$ cat src/hw/rtl/mco_pkg.sv
// Shared types, constants and width helpers for the midpoint circle outline block.
// No dependencies; all files in hw/rtl but mco_queue refer to it by scoped names.
package mco_pkg;

  // Default parameter values
  localparam int COORD_BITS_DEF = 14;
  localparam int MAX_RADIUS_DEF = 4095;

  // Fixed field widths
  localparam int RADIUS_W  = 12;
  localparam int COLOR_W   = 32;
  localparam int ADDR_W    = 26;
  localparam int PITCH_W   = 15;
  localparam int PBYTES_W  = 3;
  localparam int CANVAS_W  = 13;
  localparam int USER_W    = 3;

  // Depth of the job queue between front and back
  localparam int QUEUE_DEPTH = 2;

  // Request kinds
  localparam logic REQ_START = 1'b0;
  localparam logic REQ_STEP  = 1'b1;

  // Register indexes
  localparam logic [1:0] REG_ROW_PITCH     = 2'd0;
  localparam logic [1:0] REG_PIXEL_BYTES   = 2'd1;
  localparam logic [1:0] REG_CANVAS_WIDTH  = 2'd2;
  localparam logic [1:0] REG_CANVAS_HEIGHT = 2'd3;

  // Register reset values
  localparam logic [PITCH_W-1:0]  ROW_PITCH_RST   = 15'd4096;
  localparam logic [PBYTES_W-1:0] PIXEL_BYTES_RST = 3'd4;
  localparam logic [CANVAS_W-1:0] CANVAS_RST      = 13'd1024;

  // Result flag positions in tuser
  localparam int USER_VALID = 0;
  localparam int USER_INB   = 1;
  localparam int USER_FIN   = 2;

  // Index of the last octant write of a step
  localparam logic [2:0] OCT_LAST = 3'd7;

  // Configuration seen by the back end
  typedef struct packed {
    logic [PITCH_W-1:0]  row_pitch;
    logic [PBYTES_W-1:0] pixel_bytes;
    logic [CANVAS_W-1:0] canvas_width;
    logic [CANVAS_W-1:0] canvas_height;
  } cfg_t;

  // Bits needed for a walk coordinate
  function automatic int radius_bits(input int max_radius);
    radius_bits = $clog2(max_radius + 1);
  endfunction

  // Job word: finish flag, centre column, centre row, colour, walk X, walk Y
  function automatic int job_width(input int coord_bits, input int rad_bits);
    job_width = 1 + 2 * coord_bits + COLOR_W + 2 * rad_bits;
  endfunction

endpackage

$ cat src/hw/rtl/mco_queue.sv
// Small register queue that decouples the front end from the back end.
// Depends on nothing but its parameters; depth of two or more.
module mco_queue #(
  parameter int WIDTH = 8,
  parameter int DEPTH = 2
) (
  input  logic             clk_i,
  input  logic             rst_ni,
  input  logic             push_i,
  input  logic [WIDTH-1:0] data_i,
  output logic             full_o,
  input  logic             pop_i,
  output logic [WIDTH-1:0] data_o,
  output logic             empty_o
);

  localparam int PTR_W = (DEPTH > 1) ? $clog2(DEPTH) : 1;
  localparam int CNT_W = $clog2(DEPTH + 1);
  localparam logic [PTR_W-1:0] PTR_LAST = PTR_W'(DEPTH - 1);
  localparam logic [CNT_W-1:0] CNT_FULL = CNT_W'(DEPTH);

  logic [WIDTH-1:0] entry_q [DEPTH];
  logic [PTR_W-1:0] wr_ptr_q, wr_ptr_d;
  logic [PTR_W-1:0] rd_ptr_q, rd_ptr_d;
  logic [CNT_W-1:0] count_q, count_d;
  logic             do_push, do_pop;

  assign full_o  = (count_q == CNT_FULL);
  assign empty_o = (count_q == '0);
  assign data_o  = entry_q[rd_ptr_q];
  assign do_push = push_i & ~full_o;
  assign do_pop  = pop_i & ~empty_o;

  // Advance pointers and occupancy
  always_comb begin
    wr_ptr_d = wr_ptr_q;
    rd_ptr_d = rd_ptr_q;
    count_d  = count_q;
    if (do_push) begin
      wr_ptr_d = (wr_ptr_q == PTR_LAST) ? '0 : wr_ptr_q + PTR_W'(1);
    end
    if (do_pop) begin
      rd_ptr_d = (rd_ptr_q == PTR_LAST) ? '0 : rd_ptr_q + PTR_W'(1);
    end
    if (do_push && !do_pop) begin
      count_d = count_q + CNT_W'(1);
    end else if (do_pop && !do_push) begin
      count_d = count_q - CNT_W'(1);
    end
  end

  always_ff @(posedge clk_i or negedge rst_ni) begin
    if (!rst_ni) begin
      wr_ptr_q <= '0;
      rd_ptr_q <= '0;
      count_q  <= '0;
    end else begin
      wr_ptr_q <= wr_ptr_d;
      rd_ptr_q <= rd_ptr_d;
      count_q  <= count_d;
    end
  end

  // Store payload
  always_ff @(posedge clk_i) begin
    if (do_push) begin
      entry_q[wr_ptr_q] <= data_i;
    end
  end

endmodule

$ cat src/hw/rtl/mco_front.sv
// Front end: accepts start and step items, keeps the walk state and queues one job per step.
// Depends on mco_pkg.
module mco_front #(
  parameter int COORD_BITS = mco_pkg::COORD_BITS_DEF,
  parameter int MAX_RADIUS = mco_pkg::MAX_RADIUS_DEF,
  localparam int RB = mco_pkg::radius_bits(MAX_RADIUS),
  localparam int JW = mco_pkg::job_width(COORD_BITS, RB)
) (
  input  logic                         clk_i,
  input  logic                         rst_ni,
  input  logic                         in_valid_i,
  output logic                         in_ready_o,
  input  logic                         req_type_i,
  input  logic [COORD_BITS-1:0]        center_x_i,
  input  logic [COORD_BITS-1:0]        center_y_i,
  input  logic [mco_pkg::RADIUS_W-1:0] radius_i,
  input  logic [mco_pkg::COLOR_W-1:0]  color_i,
  output logic                         job_valid_o,
  input  logic                         job_ready_i,
  output logic [JW-1:0]                job_o
);

  localparam int EW = RB + 4;
  localparam int SW = (RB > mco_pkg::RADIUS_W) ? RB : mco_pkg::RADIUS_W;
  localparam logic [SW-1:0] RAD_MAX = SW'(MAX_RADIUS);
  localparam logic signed [EW-1:0] ERR_TWO   = EW'(2);
  localparam logic signed [EW-1:0] ERR_THREE = EW'(3);

  logic [COORD_BITS-1:0]       centre_col_q, centre_col_d;
  logic [COORD_BITS-1:0]       centre_row_q, centre_row_d;
  logic [mco_pkg::COLOR_W-1:0] draw_color_q, draw_color_d;
  logic [RB-1:0]               walk_x_q, walk_x_d;
  logic [RB-1:0]               walk_y_q, walk_y_d;
  logic signed [EW-1:0]        err_q, err_d;
  logic                        busy_q, busy_d;

  logic                 accept, walk_on;
  logic [SW-1:0]        rad_ext, rad_sat;
  logic signed [EW-1:0] y_twice, x_twice, err_a, err_b;

  assign in_ready_o = job_ready_i;
  assign accept     = in_valid_i & in_ready_o;
  assign walk_on    = busy_q && (walk_x_q > walk_y_q);

  // Clamp the radius
  assign rad_ext = SW'(radius_i);
  assign rad_sat = (rad_ext > RAD_MAX) ? RAD_MAX : rad_ext;

  // Decision term after one step
  assign y_twice = $signed(EW'({walk_y_q, 1'b0}));
  assign x_twice = $signed(EW'({walk_x_q, 1'b0}));
  assign err_a   = err_q + y_twice + ERR_TWO;
  assign err_b   = err_a - x_twice + ERR_THREE;

  // Classify the item; for a step, queue a job and advance the walk
  always_comb begin
    centre_col_d = centre_col_q;
    centre_row_d = centre_row_q;
    draw_color_d = draw_color_q;
    walk_x_d     = walk_x_q;
    walk_y_d     = walk_y_q;
    err_d        = err_q;
    busy_d       = busy_q;
    job_valid_o  = 1'b0;
    job_o        = {1'b1, {(JW-1){1'b0}}};
    if (accept) begin
      if (req_type_i == mco_pkg::REQ_START) begin
        centre_col_d = center_x_i;
        centre_row_d = center_y_i;
        draw_color_d = color_i;
        walk_x_d     = RB'(rad_sat);
        walk_y_d     = '0;
        err_d        = -$signed(EW'(RB'(rad_sat)));
        busy_d       = 1'b1;
      end else begin
        job_valid_o = 1'b1;
        if (walk_on) begin
          job_o    = {1'b0, centre_col_q, centre_row_q, draw_color_q, walk_x_q, walk_y_q};
          walk_y_d = walk_y_q + RB'(1);
          if (!err_a[EW-1]) begin
            walk_x_d = walk_x_q - RB'(1);
            err_d    = err_b;
          end else begin
            err_d    = err_a;
          end
        end else begin
          busy_d = 1'b0;
        end
      end
    end
  end

  always_ff @(posedge clk_i or negedge rst_ni) begin
    if (!rst_ni) begin
      centre_col_q <= '0;
      centre_row_q <= '0;
      draw_color_q <= '0;
      walk_x_q     <= '0;
      walk_y_q     <= '0;
      err_q        <= '0;
      busy_q       <= 1'b0;
    end else begin
      centre_col_q <= centre_col_d;
      centre_row_q <= centre_row_d;
      draw_color_q <= draw_color_d;
      walk_x_q     <= walk_x_d;
      walk_y_q     <= walk_y_d;
      err_q        <= err_d;
      busy_q       <= busy_d;
    end
  end

endmodule

$ cat src/hw/rtl/mco_back.sv
// Back end: expands each queued job into eight octant writes or one finished result.
// Three stages (coordinates, bounds and products, address); depends on mco_pkg.
module mco_back #(
  parameter int COORD_BITS = mco_pkg::COORD_BITS_DEF,
  parameter int MAX_RADIUS = mco_pkg::MAX_RADIUS_DEF,
  localparam int RB = mco_pkg::radius_bits(MAX_RADIUS),
  localparam int JW = mco_pkg::job_width(COORD_BITS, RB)
) (
  input  logic                        clk_i,
  input  logic                        rst_ni,
  input  logic                        job_valid_i,
  input  logic [JW-1:0]               job_i,
  output logic                        job_pop_o,
  input  mco_pkg::cfg_t               cfg_i,
  output logic                        out_valid_o,
  input  logic                        out_ready_i,
  output logic [COORD_BITS:0]         pixel_x_o,
  output logic [COORD_BITS:0]         pixel_y_o,
  output logic [mco_pkg::ADDR_W-1:0]  pixel_addr_o,
  output logic [mco_pkg::COLOR_W-1:0] pixel_value_o,
  output logic                        pixel_valid_o,
  output logic                        in_bounds_o,
  output logic                        last_o,
  output logic                        finished_o
);

  localparam int PW   = ((COORD_BITS > RB + 1) ? COORD_BITS : RB + 1) + 2;
  localparam int CW   = (PW > mco_pkg::CANVAS_W + 1) ? PW : mco_pkg::CANVAS_W + 1;
  localparam int PY_W = mco_pkg::CANVAS_W + mco_pkg::PITCH_W;
  localparam int PX_W = mco_pkg::CANVAS_W + mco_pkg::PBYTES_W;
  localparam int CLR  = mco_pkg::COLOR_W;
  localparam logic signed [PW-1:0] ONE = PW'(1);

  // Job fields
  logic                  job_fin;
  logic [COORD_BITS-1:0] job_cx, job_cy;
  logic [CLR-1:0]        job_color;
  logic [RB-1:0]         job_x, job_y;

  assign job_fin   = job_i[JW-1];
  assign job_cx    = job_i[JW-2 -: COORD_BITS];
  assign job_cy    = job_i[JW-2-COORD_BITS -: COORD_BITS];
  assign job_color = job_i[2*RB +: CLR];
  assign job_x     = job_i[RB +: RB];
  assign job_y     = job_i[0 +: RB];

  logic en, issue;
  logic [2:0] idx_q, idx_d;

  // Whole pipeline moves unless the output holds an untaken result
  assign en        = ~out_valid_o | out_ready_i;
  assign issue     = en & job_valid_i;
  assign job_pop_o = issue & (job_fin | (idx_q == mco_pkg::OCT_LAST));

  // Step through the octants
  always_comb begin
    idx_d = idx_q;
    if (issue) begin
      idx_d = job_pop_o ? 3'd0 : idx_q + 3'd1;
    end
  end

  // Octant offsets
  logic signed [PW-1:0] x_ext, y_ext, cx_ext, cy_ext;
  logic signed [PW-1:0] t_a, t_b, t_c, t_d, tx, ty;

  assign x_ext  = $signed(PW'(job_x));
  assign y_ext  = $signed(PW'(job_y));
  assign cx_ext = PW'($signed(job_cx));
  assign cy_ext = PW'($signed(job_cy));
  assign t_a    = x_ext - ONE;
  assign t_b    = y_ext;
  assign t_c    = -x_ext;
  assign t_d    = -y_ext - ONE;

  always_comb begin
    case (idx_q)
      3'd0: begin tx = t_a; ty = t_b; end
      3'd1: begin tx = t_b; ty = t_a; end
      3'd2: begin tx = t_c; ty = t_b; end
      3'd3: begin tx = t_b; ty = t_c; end
      3'd4: begin tx = t_a; ty = t_d; end
      3'd5: begin tx = t_d; ty = t_a; end
      3'd6: begin tx = t_c; ty = t_d; end
      default: begin tx = t_d; ty = t_c; end
    endcase
  end

  // Keep the low colour bytes
  logic [CLR-1:0] value_mask;

  always_comb begin
    case (cfg_i.pixel_bytes)
      3'd0:    value_mask = '0;
      3'd1:    value_mask = {24'h0, job_color[7:0]};
      3'd2:    value_mask = {16'h0, job_color[15:0]};
      3'd3:    value_mask = {8'h0, job_color[23:0]};
      default: value_mask = job_color;
    endcase
  end

  // Stage one: coordinates
  logic                 s1_valid_q, s1_fin_q, s1_last_q;
  logic signed [PW-1:0] s1_px_q, s1_py_q;
  logic [CLR-1:0]       s1_value_q;

  always_ff @(posedge clk_i) begin
    if (en) begin
      if (job_fin) begin
        s1_fin_q   <= 1'b1;
        s1_last_q  <= 1'b1;
        s1_px_q    <= '0;
        s1_py_q    <= '0;
        s1_value_q <= '0;
      end else begin
        s1_fin_q   <= 1'b0;
        s1_last_q  <= (idx_q == mco_pkg::OCT_LAST);
        s1_px_q    <= cx_ext + tx;
        s1_py_q    <= cy_ext + ty;
        s1_value_q <= value_mask;
      end
    end
  end

  // Stage two: bounds and address products
  logic                 px_in, py_in;
  logic                 s2_valid_q, s2_fin_q, s2_last_q, s2_inb_q;
  logic [COORD_BITS:0]  s2_px_q, s2_py_q;
  logic [CLR-1:0]       s2_value_q;
  logic [PY_W-1:0]      s2_prod_y_q;
  logic [PX_W-1:0]      s2_prod_x_q;

  assign px_in = ~s1_px_q[PW-1] &&
                 ($unsigned(CW'(s1_px_q)) < CW'(cfg_i.canvas_width));
  assign py_in = ~s1_py_q[PW-1] &&
                 ($unsigned(CW'(s1_py_q)) < CW'(cfg_i.canvas_height));

  always_ff @(posedge clk_i) begin
    if (en) begin
      s2_fin_q    <= s1_fin_q;
      s2_last_q   <= s1_last_q;
      s2_inb_q    <= ~s1_fin_q & px_in & py_in;
      s2_px_q     <= s1_px_q[COORD_BITS:0];
      s2_py_q     <= s1_py_q[COORD_BITS:0];
      s2_value_q  <= s1_value_q;
      s2_prod_y_q <= PY_W'(s1_py_q[mco_pkg::CANVAS_W-1:0]) * PY_W'(cfg_i.row_pitch);
      s2_prod_x_q <= PX_W'(s1_px_q[mco_pkg::CANVAS_W-1:0]) * PX_W'(cfg_i.pixel_bytes);
    end
  end

  // Stage three: address sum into the output register
  logic [PY_W-1:0] addr_sum;

  assign addr_sum = s2_prod_y_q + PY_W'(s2_prod_x_q);

  always_ff @(posedge clk_i) begin
    if (en) begin
      pixel_x_o     <= s2_px_q;
      pixel_y_o     <= s2_py_q;
      pixel_addr_o  <= s2_inb_q ? addr_sum[mco_pkg::ADDR_W-1:0] : '0;
      pixel_value_o <= s2_value_q;
      pixel_valid_o <= ~s2_fin_q;
      in_bounds_o   <= s2_inb_q;
      last_o        <= s2_last_q;
      finished_o    <= s2_fin_q;
    end
  end

  // Valid bits and octant counter
  always_ff @(posedge clk_i or negedge rst_ni) begin
    if (!rst_ni) begin
      idx_q       <= '0;
      s1_valid_q  <= 1'b0;
      s2_valid_q  <= 1'b0;
      out_valid_o <= 1'b0;
    end else begin
      idx_q <= idx_d;
      if (en) begin
        s1_valid_q  <= job_valid_i;
        s2_valid_q  <= s1_valid_q;
        out_valid_o <= s2_valid_q;
      end
    end
  end

endmodule

$ cat src/hw/rtl/midpoint_circle_outline.sv
// Top level of the midpoint circle outline block: APB registers, front end, job queue, back end.
// Depends on mco_pkg, mco_front, mco_queue and mco_back.
//
// A start item (tuser 0) loads centre, radius and colour and gives no result.
// Each step item (tuser 1) gives eight pixel writes, one per cycle on the output port unless
// m_axis_tready stalls it; a step after the walk has ended gives one finished result.
// A result passes through the coordinate, bounds and address registers after its job
// reaches the back end; a queue of two jobs lets the input run ahead of the output.
// Radii above MAX_RADIUS are clamped. Registers (row pitch, pixel bytes, canvas width
// and height) sit at byte addresses 0, 4, 8 and 12 and may only be written while no
// results are outstanding.
module midpoint_circle_outline #(
  parameter int COORD_BITS = mco_pkg::COORD_BITS_DEF,
  parameter int MAX_RADIUS = mco_pkg::MAX_RADIUS_DEF,
  localparam int IN_DATA_W  =
    ((2 * COORD_BITS + mco_pkg::RADIUS_W + mco_pkg::COLOR_W + 7) / 8) * 8,
  localparam int OUT_DATA_W =
    ((2 * (COORD_BITS + 1) + mco_pkg::ADDR_W + mco_pkg::COLOR_W + 7) / 8) * 8
) (
  input  logic                       clk_i,
  input  logic                       rst_ni,
  // APB configuration port
  input  logic                       psel,
  input  logic                       penable,
  input  logic                       pwrite,
  input  logic [3:0]                 paddr,
  input  logic [31:0]                pwdata,
  output logic [31:0]                prdata,
  output logic                       pready,
  // Request stream
  input  logic                       s_axis_tvalid,
  output logic                       s_axis_tready,
  // tdata: center_x, center_y, radius, color (low bit up), zero fill
  input  logic [IN_DATA_W-1:0]       s_axis_tdata,
  // tuser: req_type
  input  logic                       s_axis_tuser,
  // Pixel stream
  output logic                       m_axis_tvalid,
  input  logic                       m_axis_tready,
  // tdata: pixel_x, pixel_y, pixel_addr, pixel_value (low bit up), zero fill
  output logic [OUT_DATA_W-1:0]      m_axis_tdata,
  // tuser: pixel_valid, in_bounds, finished (low bit up)
  output logic [mco_pkg::USER_W-1:0] m_axis_tuser,
  output logic                       m_axis_tlast
);

  localparam int RB = mco_pkg::radius_bits(MAX_RADIUS);
  localparam int JW = mco_pkg::job_width(COORD_BITS, RB);

  // Configuration registers
  mco_pkg::cfg_t cfg_q;
  logic          cfg_wr;

  assign pready = 1'b1;
  assign cfg_wr = psel & penable & pwrite & pready;

  always_ff @(posedge clk_i or negedge rst_ni) begin
    if (!rst_ni) begin
      cfg_q.row_pitch     <= mco_pkg::ROW_PITCH_RST;
      cfg_q.pixel_bytes   <= mco_pkg::PIXEL_BYTES_RST;
      cfg_q.canvas_width  <= mco_pkg::CANVAS_RST;
      cfg_q.canvas_height <= mco_pkg::CANVAS_RST;
    end else if (cfg_wr) begin
      case (paddr[3:2])
        mco_pkg::REG_ROW_PITCH:     cfg_q.row_pitch     <= pwdata[mco_pkg::PITCH_W-1:0];
        mco_pkg::REG_PIXEL_BYTES:   cfg_q.pixel_bytes   <= pwdata[mco_pkg::PBYTES_W-1:0];
        mco_pkg::REG_CANVAS_WIDTH:  cfg_q.canvas_width  <= pwdata[mco_pkg::CANVAS_W-1:0];
        mco_pkg::REG_CANVAS_HEIGHT: cfg_q.canvas_height <= pwdata[mco_pkg::CANVAS_W-1:0];
        default: ;
      endcase
    end
  end

  // Register read back
  always_comb begin
    case (paddr[3:2])
      mco_pkg::REG_ROW_PITCH:     prdata = 32'(cfg_q.row_pitch);
      mco_pkg::REG_PIXEL_BYTES:   prdata = 32'(cfg_q.pixel_bytes);
      mco_pkg::REG_CANVAS_WIDTH:  prdata = 32'(cfg_q.canvas_width);
      mco_pkg::REG_CANVAS_HEIGHT: prdata = 32'(cfg_q.canvas_height);
      default:                    prdata = '0;
    endcase
  end

  // Unpack the request
  logic [COORD_BITS-1:0]        center_x, center_y;
  logic [mco_pkg::RADIUS_W-1:0] radius;
  logic [mco_pkg::COLOR_W-1:0]  color;

  assign center_x = s_axis_tdata[0 +: COORD_BITS];
  assign center_y = s_axis_tdata[COORD_BITS +: COORD_BITS];
  assign radius   = s_axis_tdata[2*COORD_BITS +: mco_pkg::RADIUS_W];
  assign color    = s_axis_tdata[2*COORD_BITS+mco_pkg::RADIUS_W +: mco_pkg::COLOR_W];

  // Front end
  logic          job_push, q_full, q_empty, job_pop;
  logic [JW-1:0] job_in, job_head;

  mco_front #(
    .COORD_BITS(COORD_BITS),
    .MAX_RADIUS(MAX_RADIUS)
  ) u_front (
    .clk_i       (clk_i),
    .rst_ni      (rst_ni),
    .in_valid_i  (s_axis_tvalid),
    .in_ready_o  (s_axis_tready),
    .req_type_i  (s_axis_tuser),
    .center_x_i  (center_x),
    .center_y_i  (center_y),
    .radius_i    (radius),
    .color_i     (color),
    .job_valid_o (job_push),
    .job_ready_i (~q_full),
    .job_o       (job_in)
  );

  // Job queue
  mco_queue #(
    .WIDTH(JW),
    .DEPTH(mco_pkg::QUEUE_DEPTH)
  ) u_queue (
    .clk_i   (clk_i),
    .rst_ni  (rst_ni),
    .push_i  (job_push),
    .data_i  (job_in),
    .full_o  (q_full),
    .pop_i   (job_pop),
    .data_o  (job_head),
    .empty_o (q_empty)
  );

  // Back end
  logic [COORD_BITS:0]         pixel_x, pixel_y;
  logic [mco_pkg::ADDR_W-1:0]  pixel_addr;
  logic [mco_pkg::COLOR_W-1:0] pixel_value;
  logic                        pixel_valid, in_bounds, finished;

  mco_back #(
    .COORD_BITS(COORD_BITS),
    .MAX_RADIUS(MAX_RADIUS)
  ) u_back (
    .clk_i         (clk_i),
    .rst_ni        (rst_ni),
    .job_valid_i   (~q_empty),
    .job_i         (job_head),
    .job_pop_o     (job_pop),
    .cfg_i         (cfg_q),
    .out_valid_o   (m_axis_tvalid),
    .out_ready_i   (m_axis_tready),
    .pixel_x_o     (pixel_x),
    .pixel_y_o     (pixel_y),
    .pixel_addr_o  (pixel_addr),
    .pixel_value_o (pixel_value),
    .pixel_valid_o (pixel_valid),
    .in_bounds_o   (in_bounds),
    .last_o        (m_axis_tlast),
    .finished_o    (finished)
  );

  // Pack the result
  assign m_axis_tdata = OUT_DATA_W'({pixel_value, pixel_addr, pixel_y, pixel_x});
  assign m_axis_tuser = {finished, in_bounds, pixel_valid};

endmodule

$ cat config.mk
export PLATFORM = sky130hd
export DESIGN_NAME = midpoint_circle_outline
export DESIGN_NICKNAME = d
export VERILOG_FILES = /design/src/hw/rtl/mco_pkg.sv /design/src/hw/rtl/mco_queue.sv /design/src/hw/rtl/mco_front.sv /design/src/hw/rtl/mco_back.sv /design/src/hw/rtl/midpoint_circle_outline.sv
export SDC_FILE = /design/constraint.sdc
export NUM_CORES = 2
export LEC_CHECK = 0
export BUFFER_PORTS_ARGS = -buffer_cell sky130_fd_sc_hd__buf_4
export CAP_MARGIN = 20
export CORE_ASPECT_RATIO = 1.75
export CORE_MARGIN = 4
export CORE_UTILIZATION = 45
export CTS_BUF_LIST = sky130_fd_sc_hd__clkbuf_8
export CTS_CLUSTER_DIAMETER = 80
export DETAILED_ROUTE_END_ITERATION = 10
export SETUP_SLACK_MARGIN = 0.05
export SLEW_MARGIN = 20
export SYNTH_ARGS = -nofsm -noshare
export SYNTH_HDL_FRONTEND = slang
export SYNTH_SLANG_ARGS = --single-unit
$ cat constraint.sdc
create_clock -name clk_i -period 10.3 [get_ports clk_i]
set_clock_uncertainty 0.05 [all_clocks]
set_input_delay 1.03 -clock clk_i [delete_from_list [all_inputs] [get_ports clk_i]]
set_output_delay 1.03 -clock clk_i [all_outputs]
set_load 0.1 [all_outputs]
Word level (Yosys, flattened, before mapping)
Memory sizes are Yosys's and may differ from the RTL's. Index checks and enable logic that the tools add are counted.

Register bits: 420. Latch bits: 0. Memory bits (writable): 170. Bits in read-only memories: 0. Input port bits: 116. Memories: 1.

Memories: u_queue.entry_q (depth 2, width 85, rd ports 1, clocked after Yosys merged registers in 0, write ports 1, line mco_queue.sv:22) `logic [WIDTH-1:0] entry_q [DEPTH];`.

Add/subtract/negate cells: 19. Multiply operators: 2. Divide/modulo/power cells: 0. Order comparisons: 4. Equality and inequality tests: 17. Shifts and indexed selects: 0. Multiplexer cells: 28. Bitwise operators: 19. Reductions and logical operators: 26.

Operator list (count): one-hot mux 32 bit (4 select lines) (2); two-way mux 85 bit (3); one-hot mux 16 bit (3 select lines) (2); two-way mux 12 bit (6); two-way mux 16 bit (3); negator 12 -> 16 bit (3); adder 14 x 16 -> 16 bit (2); adder 16 x 3 -> 16 bit (second input constant) (2); < comparator 16 x 13 -> 1 bit (2); adder 26 x 16 -> 26 bit (1); multiplier 13 x 15 -> 26 bit (1); adder 16 x 14 -> 16 bit (1); multiplier 13 x 3 -> 16 bit (1); subtractor 16 x 14 -> 16 bit (1); subtractor 16 x 2 -> 16 bit (second input constant) (1); AND reduction 2 bit (7); subtractor 12 x 1 -> 13 bit (second input constant) (1); adder 12 x 1 -> 12 bit (second input constant) (1); == test 3 x 2 -> 1 bit (second input constant) (4); == test 3 bit (second input constant) (4); > comparator 12 bit (1); > comparator 12 bit (second input constant) (1); OR reduction 2 bit (6); subtractor 12 x 1 -> 12 bit (second input constant) (1); 21 further kinds (58).

Depth between registers and ports, before layout
Word-level depth: 9. Depth in mapped cells: 23.

Hierarchy
From an unflattened synthesis, not the netlist that was laid out.

Cell total of the unflattened synthesis: 3152. Area total of the unflattened synthesis: 35654.2 um^2.

Modules (own cells, without submodules): mco_back (times used 1, cells an instance 1818, area an instance 19732.7 um^2); mco_front (times used 1, cells an instance 886, area an instance 7216.9 um^2); mco_queue (times used 1, cells an instance 284, area an instance 6535.0 um^2); midpoint_circle_outline (times used 1, cells an instance 164, area an instance 2169.6 um^2).

Worst setup path after synthesis
No wires, ideal clock.

Path kind: input port to flip-flop. From: input port m_axis_tready. To: register u_queue.count_q[1]. Arrival time: 10.091 ns. Data required time: 10.171 ns. Slack: 0.080 ns. Cell stages on the path: 6. Buffers on the path: 0. Cells stage by stage: nand2b_1 -> o21ai_1 -> or2_2 -> ha_1 -> nor2_1 -> xor2_1.

Cells in the longest elaborated chain, start to end: 7. Elaborated cells on any way between the ends: 9.

RTL lines: start: declaration (line midpoint_circle_outline.sv:39) `input logic m_axis_tready,`; bitwise OR 1 bit (*) (line mco_back.sv:51) `assign en = ~out_valid_o | out_ready_i;`; AND 1 bit (*) (line mco_back.sv:52) `assign issue = en & job_valid_i;`; AND 1 bit (*) (line mco_back.sv:53) `assign job_pop_o = issue & (job_fin | (idx_q == mco_pkg::OCT_LAST));`; AND 1 bit (*) (line mco_queue.sv:32) `assign do_pop = pop_i & ~empty_o;`; zero test 1 bit (line mco_queue.sv:45) `if (do_push && !do_pop) begin`; logical AND 1 bit (line mco_queue.sv:45); two-way mux 2 bit or nonzero test 2 bit (tied branches); end signal: assignment (line mco_queue.sv:60) `count_q <= count_d;`; end: declaration (line mco_queue.sv:25) `logic [CNT_W-1:0] count_q, count_d;`.

Every way passes the cells marked *; elsewhere a longest branch is shown, timed or not. A chain may end at the register's enable or synchronous reset.

Worst setup path after layout
From: register u_back.s1_py_q[1]. To: register u_back.s2_prod_y_q[25] (data pin).

Cells in the longest elaborated chain, start to end: 1.

RTL lines: start: declaration (line mco_back.sv:104) `logic signed [PW-1:0] s1_px_q, s1_py_q;`; start signal: assignment (line mco_back.sv:119) `s1_py_q <= cy_ext + ty;`; multiplier 13 x 15 -> 26 bit (line mco_back.sv:146) `s2_prod_y_q <= PY_W'(s1_py_q[mco_pkg::CANVAS_W-1:0]) * PY_W'(cfg_i.row_pitch);`; end signal: assignment (line mco_back.sv:146); end: declaration (line mco_back.sv:130) `logic [PY_W-1:0] s2_prod_y_q;`.

Every way passes these cells.

==> summary.md <==
| Metric | Value |
|---|---|
| Residual antenna-violating net count after detailed routing | 0 |
| Portion of the post-synthesis area used by sequential elements | 0.4827 |
| Slowest cell delay on critical path | 0.66 ns |
| Crit path max-delay family | adder cells |
| Mean post-synth cell area | 11.09 µm² |
| Least-Margin Pin Slew | 1.094 ns |
| Horizontal extent of the die | 219.1 µm |
| Critical path data arrival time | 6.59 ns |
| Detailed placer's ending HPWL | 63.91 mm |
| Number of synthesized flops with an enable pin | 435 |
| Setup TNS | 0 ns |
| Primary FF master, synth | edfxtp_1 |
| Worst Reg-to-Reg Cells | 19 |
| Final period demand of the worst path | 6.133 ns |
| Library cell with the largest summed area after synthesis | edfxtp_1 |
| Share of async-settable or async-resettable flops after synthesis | 0.2627 |
| Maximum frequency from static timing analysis | 163.0 MHz |
| Largest net degree at the start of global routing | 148 |
| Area Overhead vs Synth | 12.67% |
| Placeable core region | 77360 µm² |
| Cell count after placement | 4301 |
| Routing usage on met1 | 0.2223 |
| Post-route fraction of the period consumed by the critical path | 0.5955 |
| Vias in the first global route | 24.69k |
| Iteration count of the initial detailed-routing pass | 8 |
| Top cells by instance count after synthesis | nand2_1 (442), edfxtp_1 (435), inv_1 (324), ha_1 (221), nor2_1 (190) |
| Post-synthesis instance total | 3165 |
| Total clock buffers created by CTS | 90 |
| CTS tree | done |
| H-tree depth | 3 |
| Number of buffers added to fix hold violations after cts | 0 |
| Yosys synthesis warning count | 0 |
| Cell with the most instances after synthesis | nand2_1 |
| Unique masters post-synth | 89 |
| Clock latency on the worst-skew pair | 0.75 ns |
| R2R Setup Slk | 4.17 ns |
| Largest fanout on the critical path | 17 |
| R2R Path Start | u_back.s1_py_q[1] |
| Relative max-transition margin | 0.2710 |
| Overflow after GRT | 0 |
| Critical path cell sequence | and2_1 -> fa_1 -> inv_1 -> fa_1 -> inv_1 -> fa_1 -> fa_1 -> inv_1 -> fa_1 -> inv_1 -> ha_1 -> inv_1 -> nor3_1 -> o211ai_1 -> o211ai_1 -> nor4_1 -> o311a_1 -> a21oi_1 -> xnor2_1 |
| Most area-consuming cells after synthesis | edfxtp_1 (37%), dfrtp_1 (11%), fa_1 (9.1%), ha_1 (7.9%), nand2_1 (4.7%) |
| Fraction of final layout cells sized beyond drive strength 1 | 0.1391 |
| Critical path buffer and inverter count | 5 |
| Average routed wire per standard cell | 19.04 µm |
| GR Util met3 | 0.02599 |
| Routability congestion estimate | 0.9038 |
| Root buf cell | clkbuf_8 |
| Reg2Reg Capture Point | u_back.s2_prod_y_q[25] |
| Avg Vias per Cell | 5.255 |
| Number of placement rows | 135 |
| Antenna violations before repair | 2 |
| Type of origin of the critical path | flop |
| Met2 track demand over resource | 0.3975 |
| Library cell contributing the largest single delay on the critical path | edfxtp_1 |
| CP Class | reg -> reg |
| Total via count in the routed design | 23.49k |
| Die Footprint | 82720 µm² |
| Run status | complete, no violations |
| Number of setup violations in the final report | 0 |
| Final wirelength | 85.11 mm |
| Required time worst endpoint | 10.75 ns |
| Final Max Tran Viols | 0 |
| Sort of element at the end of the critical path | flop |
| Post-route DRC violation count | 0 |
| Overall track demand over capacity in global routing | 0.2064 |
| I/O pin count | 243 |
| Final Net Count | 3862 |
| IO buf count | 205 |
| Final std cells w/o fill | 4471 |
| Count of endpoints failing hold in the final timing report | 0 |
| Clock Pin Slew Worst Setup and Hold Paths | 0.07 ns |
| Starting density of the core | 0.4538 |
| Top cell type's share of synthesized area | 0.3721 |
| Die Ht | 377.5 µm |
| Number of violations reported at the end of detailed-routing iteration 0 | 1251 |
| # resized after CTS | 0 |
| Clk sink count | 590 |
| RSZ-0062 raised after global routing | no |
| Buffers inserted during post-CTS setup optimization | 0 |
| Wire length of the first global-routing pass | 132.8 mm |
| Path class of the lowest-slack min-delay path | in -> async |
| Flip-flop and latch count after synthesis | 590 |
| GR peak layer | met2 |
| Max capacitance violation total | 0 |
| Synth Cell Area | 35110 µm² |
| Max clock buf depth | 3 |
## registers in the layout (all words and copies together) (netlist names), 2 cells and up
name,cells
u_queue.entry_q,170
cfg_q,44
u_back.pixel_value_o,32
u_back.s1_value_q,32
u_back.s2_value_q,32
u_front.draw_color_q,32
u_back.pixel_addr_o,26
u_back.s2_prod_y_q,26
u_back.s1_px_q,16
u_back.s1_py_q,16
u_back.s2_prod_x_q,16
u_front.err_q,16
u_back.pixel_x_o,15
u_back.pixel_y_o,15
u_back.s2_px_q,15
u_back.s2_py_q,15
u_front.centre_col_q,14
u_front.centre_row_q,14
u_front.walk_x_q,12
u_front.walk_y_q,12
u_back.idx_q,3
u_queue.count_q,2
## layer usage
metal	routed length, µm	part of all wire
met5	12	0.00014
met1	31250	0.37
met3	3591	0.042
met4	3213	0.038
met2	47050	0.55
## cells in the final DEF (no fill, tap or decap), drive strengths merged, types with 91 or more instances in the layout
cell type / n
ha: 221
clkbuf: 95
edfxtp: 435
and2: 185
xnor2: 91
fa: 159
nor2: 190
nand2: 442
dfrtp: 151
buf: 224
o21ai: 131
a21oi: 100
inv: 357
## layout make-up
cell class | count | area, µm²
Tap cell | 1027 | 1285
Multi-Input combinational cell | 2133 | 16460
Clock buffer | 95 | 1308
Inverter | 327 | 1227
Clock inverter | 74 | 623.1
Sequential cell | 590 | 16950
Timing Repair Buffer | 224 | 1698
Fill cell | 6969 | 37810
Antenna cell | 1 | 2.502
## cells by family after synthesis
kind of cell | synth area share
xor gates and xnor gates | 0.03297
DFF | 0.4827
and+or+nand+nor | 0.1375
buffers and inverters | 0.05168
adders and majority gates | 0.1694
other | 0.0002139
AOI/OAI and AO/OA | 0.07795
muxes | 0.04758
## per-stage QoR
step	hold WS (ns)	instance area [µm²]	worst slack [ns]	util
2_1_floorplan	0.3503	35170	0.07972	-
3_3_place_gp	0.3519	37620	4.129	0.4863
3_5_place_dp	0.3545	37620	4.098	0.4863
4_1_cts	0.2963	39550	4.089	0.5112
5_1_grt	0.3488	39550	3.934	0.5113
6_report	0.3231	39550	4.167	0.5113
## how the worst max path moves through the flow
stage	start	end	slack, ns	cells after the start
after floorplan	m_axis_tready	u_queue.count_q[1]	0.08	6
after global placement	u_back.s1_py_q[7]	u_back.s2_prod_y_q[25]	4.13	19
after detailed placement	u_back.s1_py_q[1]	u_back.s2_prod_y_q[25]	4.10	19
after CTS	u_back.s1_py_q[7]	u_back.s2_prod_y_q[25]	4.09	19
after global routing	u_back.s1_py_q[4]	u_back.s2_prod_y_q[25]	3.93	18
final	u_back.s1_py_q[1]	u_back.s2_prod_y_q[25]	4.17	19
Power is not shown: default switching activity piles up to over one toggle a cycle in this logic, so the estimate is an artifact.
